## src/rtl/hdm_pkg.sv

```systemverilog
// Shared types, constants and helpers for the Hamming descriptor matcher.
// No dependencies.
package hdm_pkg;

  localparam int DESC_W = 256;
  localparam int DIST_W = 9;

  localparam logic [DIST_W-1:0] DIST_NONE = 9'd256;
  localparam logic [DIST_W-1:0] THR_RESET = 9'd24;

  // drain count at which the scan leaves the drain state with the best entry final
  localparam logic [1:0] PIPE_DRAIN = 2'd3;

  typedef enum logic [1:0] {
    FN_CLEAR = 2'd0,
    FN_LOAD  = 2'd1,
    FN_QUERY = 2'd2
  } func_t;

  typedef struct packed {
    logic wr_en;
    logic wr_desc;
    logic vbit;
  } hdm_wr_ctl_t;

  typedef struct packed {
    logic              vld;
    logic              hit;
    logic [DIST_W-1:0] dist_val;
  } hdm_res_t;

  function automatic logic [3:0] popcnt8(input logic [7:0] v);
    logic [3:0] n;
    n = '0;
    for (int i = 0; i < 8; i++) begin
      n = n + 4'(v[i]);
    end
    return n;
  endfunction

endpackage

```

## src/rtl/hdm_dist.sv

```systemverilog
// Three-stage Hamming distance pipeline: byte counts, group sums, total.
// Depends on hdm_pkg.
module hdm_dist import hdm_pkg::*; #(
  parameter int TAG_W = 11
) (
  input  logic              clk,
  input  logic              rst_n,
  input  logic              in_vld,
  input  logic              in_hit,
  input  logic [TAG_W-1:0]  in_tag,
  input  logic [DESC_W-1:0] stored,
  input  logic [DESC_W-1:0] query,
  output hdm_res_t          res,
  output logic [TAG_W-1:0]  res_tag
);

  localparam int NBYTES = DESC_W / 8;
  localparam int NGRP   = 4;
  localparam int GBYTES = NBYTES / NGRP;

  logic [DESC_W-1:0] x;
  logic [3:0]        bc_r [NBYTES];
  logic [6:0]        grp [NGRP];
  logic [6:0]        grp_r [NGRP];
  logic [DIST_W-1:0] dist_r;
  logic              v1_r, v2_r, v3_r;
  logic              h1_r, h2_r, h3_r;
  logic [TAG_W-1:0]  t1_r, t2_r, t3_r;

  assign x = stored ^ query;

  always_comb begin
    for (int g = 0; g < NGRP; g++) begin
      grp[g] = '0;
      for (int k = 0; k < GBYTES; k++) begin
        grp[g] = grp[g] + 7'(bc_r[g*GBYTES + k]);
      end
    end
  end

  always_ff @(posedge clk) begin
    if (!rst_n) begin
      v1_r <= 1'b0;
      v2_r <= 1'b0;
      v3_r <= 1'b0;
    end else begin
      v1_r <= in_vld;
      v2_r <= v1_r;
      v3_r <= v2_r;
    end
  end

  always_ff @(posedge clk) begin
    for (int b = 0; b < NBYTES; b++) begin
      bc_r[b] <= popcnt8(x[8*b +: 8]);
    end
    h1_r <= in_hit;
    t1_r <= in_tag;
    for (int g = 0; g < NGRP; g++) begin
      grp_r[g] <= grp[g];
    end
    h2_r   <= h1_r;
    t2_r   <= t1_r;
    dist_r <= DIST_W'(grp_r[0]) + DIST_W'(grp_r[1]) + DIST_W'(grp_r[2]) + DIST_W'(grp_r[3]);
    h3_r   <= h2_r;
    t3_r   <= t2_r;
  end

  assign res.vld      = v3_r;
  assign res.hit      = h3_r;
  assign res.dist_val = dist_r;
  assign res_tag      = t3_r;

endmodule

```

## config.mk

```make
export PLATFORM = sky130hd
export DESIGN_NAME = hdm_dist
export DESIGN_NICKNAME = d
export VERILOG_FILES = /design/src/rtl/hdm_pkg.sv /design/src/rtl/hdm_dist.sv
export SDC_FILE = /design/constraint.sdc
export NUM_CORES = 1
export LEC_CHECK = 0
export ABC_AREA = 1
export BUFFER_PORTS_ARGS = -buffer_cell sky130_fd_sc_hd__buf_2
export CAP_MARGIN = 40
export CORE_MARGIN = 10
export CORE_UTILIZATION = 30
export CTS_CLUSTER_DIAMETER = 120
export DETAILED_ROUTE_END_ITERATION = 12
export PLACE_DENSITY = 0.51
export SLEW_MARGIN = 20
export SYNTH_ARGS = -nofsm -noshare
export SYNTH_HDL_FRONTEND = slang
export SYNTH_SLANG_ARGS = --single-unit
```

## constraint.sdc

```tcl
create_clock -name clk -period 3.76 [get_ports clk]
set_input_delay 0.752 -clock clk [delete_from_list [all_inputs] [get_ports clk]]
set_output_delay 0.752 -clock clk [all_outputs]
set_load 0.005 [all_outputs]
```

-- After elaboration in Yosys (flattened, before gate mapping)
Memories as Yosys holds them, arrays and structs flattened.
Cells that the tools add are included.
- magnitude comparators: 0
- multipliers: 0
- $add $sub $neg: 255
- muxes and demuxes: 0
- shift-type cells: 0
- divide/modulo/power cells: 0
- eq/ne operators: 0
- bitwise operators: 1
- reduce and logical (&&, ||, !) cells: 0
- operators by type and width (operator ; count):
    $add 4x1->4 ; 128
    $xor 256x256->256 ; 1
    $add 3x1->4 ; 32
    $add 7x4->7 ; 16
    $add 2x1->3 ; 32
    $add 1x1->2 ; 32
    $add 6x4->7 ; 4
    $add 5x4->6 ; 4
    $add 4x4->5 ; 4
    $add 9x7->9 ; 2
    $add 7x7->8 ; 1
- flip-flop bits (word level): 48
- word-level logic and storage cells: 268
- bits in read-only memories: 0
- memories kept: 2
- input bits: 527
- RAM bits: 156
- latch bits: 0
- memory list (name ; depth ; width ; rd ports ; clocked after memory_dff ; write ports ; RTL line ; text):
    bc_r ; 32 ; 4 ; 32 ; 0 ; 32 ; hdm_dist.sv:22 ; logic [3:0] bc_r [NBYTES];
    grp_r ; 4 ; 7 ; 4 ; 0 ; 4 ; hdm_dist.sv:24 ; logic [6:0] grp_r [NGRP];

-- Depth between registers and ports, before layout
- word-level depth: 8
- depth in mapped cells: 17

-- Worst setup path after synthesis
No wires, ideal clock.
- path kind: register to register
- from: memory bc_r[24][2] (netlist: bc_r[1][34])
- to: memory grp_r[3][4]
- stages on the path, launching flop included: 12
- setup time: 0.120 ns
- setup slack: 0.364 ns
- arrival time: 3.276 ns
- period minus slack after synthesis: 3.396 ns
- path through: dfxtp_1 > inv_1 > fa_1 > inv_1 > fa_1 > fa_1 > inv_1 > fa_1 > inv_1 > ha_1 > fa_1 > xor2_1
- RTL lines (what ; RTL line):
    from (decl) ; hdm_dist.sv:22
    to (decl) ; hdm_dist.sv:24

==> results <==
- The share of synthesized cell area in and, or, nand and nor gates is 4.822%.
- Synthesis instantiated 16 different standard cells from the library.
- Yosys printed 0 warnings.
- Global routing used 22.38% of the available met2 tracks.
- The reported max-cap violation count is 0.
- The kind of start point of the critical path is a flop.
- The filler-free cell count of the finished design is 2,608.
- By area the synthesized netlist is led by sky130_fd_sc_hd__fa_1 31%, sky130_fd_sc_hd__dfxtp_1 27%, sky130_fd_sc_hd__xor2_1 16%.
- The number of top-level design ports is 549.
- Of the cells placed in the final design, the portion with a size suffix greater than 1 is 30.76%.
- After synthesis, the largest area contributor takes up 30.62% of total cell area.
- The floorplan row count is 81.
- The first global-routing pass estimated 59.28 mm of wire.
- After detailed routing, the number of vias per cell comes to 3.908.
- The cell count after placement is 2,564.
- In this run the remaining antenna-violating nets after routing total 0.
- In this run the most used layer during global routing was met2.
- For the pin with the worst max-slew slack, the measured transition is 0.3910 ns.
- For this run, design rule violations remaining after detail routing come to 0.
- The via count of the first global-routing pass is 12,100.
- The number of buffers inserted by post-CTS setup repair is 0.
- The post-synthesis sequential element count is 204.
- The number of nets handed over by synthesis was 2,248.
- The average instance in the mapped netlist occupies 11.06 um2.
- After synthesis the cells add up to 14,970 um2.
- The clock skew after layout is 0.02425 ns.
- In the global route stage, met1 resource usage came out at 14.20%.
- The endpoint kind of the worst setup timing path is a flop.
- Counting I/O delays and the setup requirement, the final critical path takes 3.501 ns.
- Timing would allow up to 285.6 MHz.
- The data arrival time of the worst path is 3.92 ns.
- The synthesized-area fraction occupied by ao, oa, aoi and oai cells is 0.5682%.
- The number of fillers in the final layout is 4,903.
- The half-perimeter wire length of the detailed placement result is 32.84 mm.
- Cells fill 39.39% of the core in the end.
- The hold buffer count at cts is 0.
- The routed wire length is 35.91 mm.
- The antenna diode count is 0.
- The number of sinks handled by clock tree synthesis is 204.
- At the later pin of the worst-skew pair, clock insertion delay measures 0.53 ns.
- The highest fanout seen on the critical path is 2.
- Of the total synthesized cell area, the portion taken by full adders, half adders and majority gates is 42.15%.
- The clock passes through at most 3 buffers.
- The multiplexer fraction of the synthesized cell area is 0%.
- The quantity of gates resized following cts is 0.
- The placed cell area is 18,530 um2.
- The growth of design area from synthesis to finish is 29.31%.
- The most common cell after layout, fill and taps aside is sky130_fd_sc_hd__buf_2.
- The weighted congestion at the end of routability-driven global placement is 0.8090.
- CTS built an H-tree with a depth of 1.
- The floorplan step set the die height to 243.4 um.
- The final-layout setup total negative slack is 0 ns.
- Global routing consumed, on the met3 layer, 3.031% of the routing resources.
- After clock tree synthesis, the clock-pin slew on the worst setup and hold paths is 0.06 ns.
- The sequential element share of the synthesized area is 27.28%.
- The tightest slew margin relative to the limit is 73.84%.
- The die covers 59,250 um2.
- Global routing finished with a remaining overflow of 0.
- The critical path start-end classification is reg2reg.
- The first-pass detailed-route iteration total is 4.
- For this run, the post-layout net count is 2,820.
- The hold violation count in the final report is 0.
- The flow ran to the end, and the final reports show no timing, DRC or antenna violations.
- By area, the combinational part of the netlist is dominated by adder cells.
- After layout, the worst path uses 93.12% of the clock period.
- The worst hold-check path type is in2reg.
- The starting DRC count in detailed routing is 157.
- The average wire per standard cell is 13.77 um.
- The data required time of the critical path is 4.18 ns.
- The largest area contributor in the synthesized netlist is sky130_fd_sc_hd__fa_1.
- The die span in x is 243.4 um.
- Setup violations remaining at the end of the flow were counted as 0.
- The number of antenna violations at the first check in global routing is 0.
- Buffers inserted during clock tree synthesis total 24.
- The quantity of I/O buffers inserted on ports is 548.
- In this run the standard cell core region covers 49,150 um2.
- The initial core utilization is 30.46%.
- Global routing used 12.16% of the available tracks.
- Setup repair after global routing left no endpoint under its margin.
- The detailed router placed 10,190 vias in this run.
- The area of all placed cells without fillers is 19,360 um2.
- The number of standard cells after synthesis is 1,354.
- Summing the areas of all xor and xnor instances in the mapped netlist gives 17.67% of the synthesized area.
- The number of pins with negative max-slew slack in the final report is 0.
- The CTS tree is yes.
- In the layout the commonest cells are 548 x sky130_fd_sc_hd__buf_2, 296 x sky130_fd_sc_hd__inv_1, 268 x sky130_fd_sc_hd__xor2_1.
- Entering global routing, the biggest net connects 14 pins.
- The clock tree root buffer cell is sky130_fd_sc_hd__clkbuf_16.
==> logic make-up after synthesis <==
logic type | after synthesis
adders and majority gates | 367
xor gates and xnor gates | 302
buffers and inverters | 298
DFF | 204
and+or+nand+nor | 166
AOI/OAI and AO/OA | 17
==> area by class of cell <==
cell class | count | area, um2 | share of cell area, %
clock buffer | 32 | 670.6 | 3.464
clock inverter | 12 | 160.2 | 0.8271
inverter | 296 | 1111 | 5.738
multi-input combinational | 852 | 9763 | 50.42
sequential | 204 | 4084 | 21.09
tap | 664 | 830.8 | 4.291
timing repair buffer | 548 | 2743 | 14.16
==> registers in the layout, indices dropped and copies added (netlist names) <==
register and cells:
bc_r 128, dist_r 9, grp_r 28, h1_r 1, h2_r 1, h3_r 1, res_tag 11, t1_r 11
t2_r 11, v1_r 1, v2_r 1, v3_r 1
==> critical path, cell delays in order, from the launching register on <==
cell and delay [ns]:
sky130_fd_sc_hd__dfxtp_1 0.31, sky130_fd_sc_hd__inv_1 0.05, sky130_fd_sc_hd__fa_1 0.53, sky130_fd_sc_hd__inv_1 0.06, sky130_fd_sc_hd__fa_1 0.50, sky130_fd_sc_hd__fa_1 0.55
sky130_fd_sc_hd__inv_1 0.05, sky130_fd_sc_hd__fa_1 0.53, sky130_fd_sc_hd__inv_1 0.04, sky130_fd_sc_hd__ha_1 0.21, sky130_fd_sc_hd__fa_1 0.40, sky130_fd_sc_hd__xor2_1 0.15
==> layer usage <==
| metal | vias to the layer above | share of wire, % |
|---|---|---|
| li1 | 5141 | - |
| met5 | - | 0 |
| met1 | 4764 | 40 |
| met3 | 30 | 6.0 |
| met2 | 256 | 52 |
| met4 | 0 | 1.2 |
==> through the flow <==
stage,setup slack (ns),hold WS [ns]
after global routing,0.06963,0.2834
after detailed placement,0.1986,0.3121
after CTS,0.2270,0.2713
after floorplan,0.3641,0.3096
after global placement,0.2419,0.3098
final,0.2586,0.3180
==> path summary, 6_finish.rpt <==
check               from           to  slack (ns)  depth (start not counted)
max reg2reg  bc_r[1][34]  grp_r[3][4]        0.26                         11
min reg2reg         h2_r         h3_r        0.33                          0
min            in_tag[8]      t1_r[8]        0.32                          1
max          bc_r[1][34]  grp_r[3][4]        0.26                         11
==> synthesized netlist by cell type, drive strengths merged <==
library cell / n
nand3: 45
xor2: 268
a21oi: 14
nand2: 111
or2: 2
fa: 229
nor2: 6
xnor2: 34
o21ai: 3
dfxtp: 204
inv: 296
ha: 138
buf: 2
nand4: 2
Power is left out: the tool's default activity adds up to more than one toggle a clock period on the data nets, which glitch-free logic cannot reach.
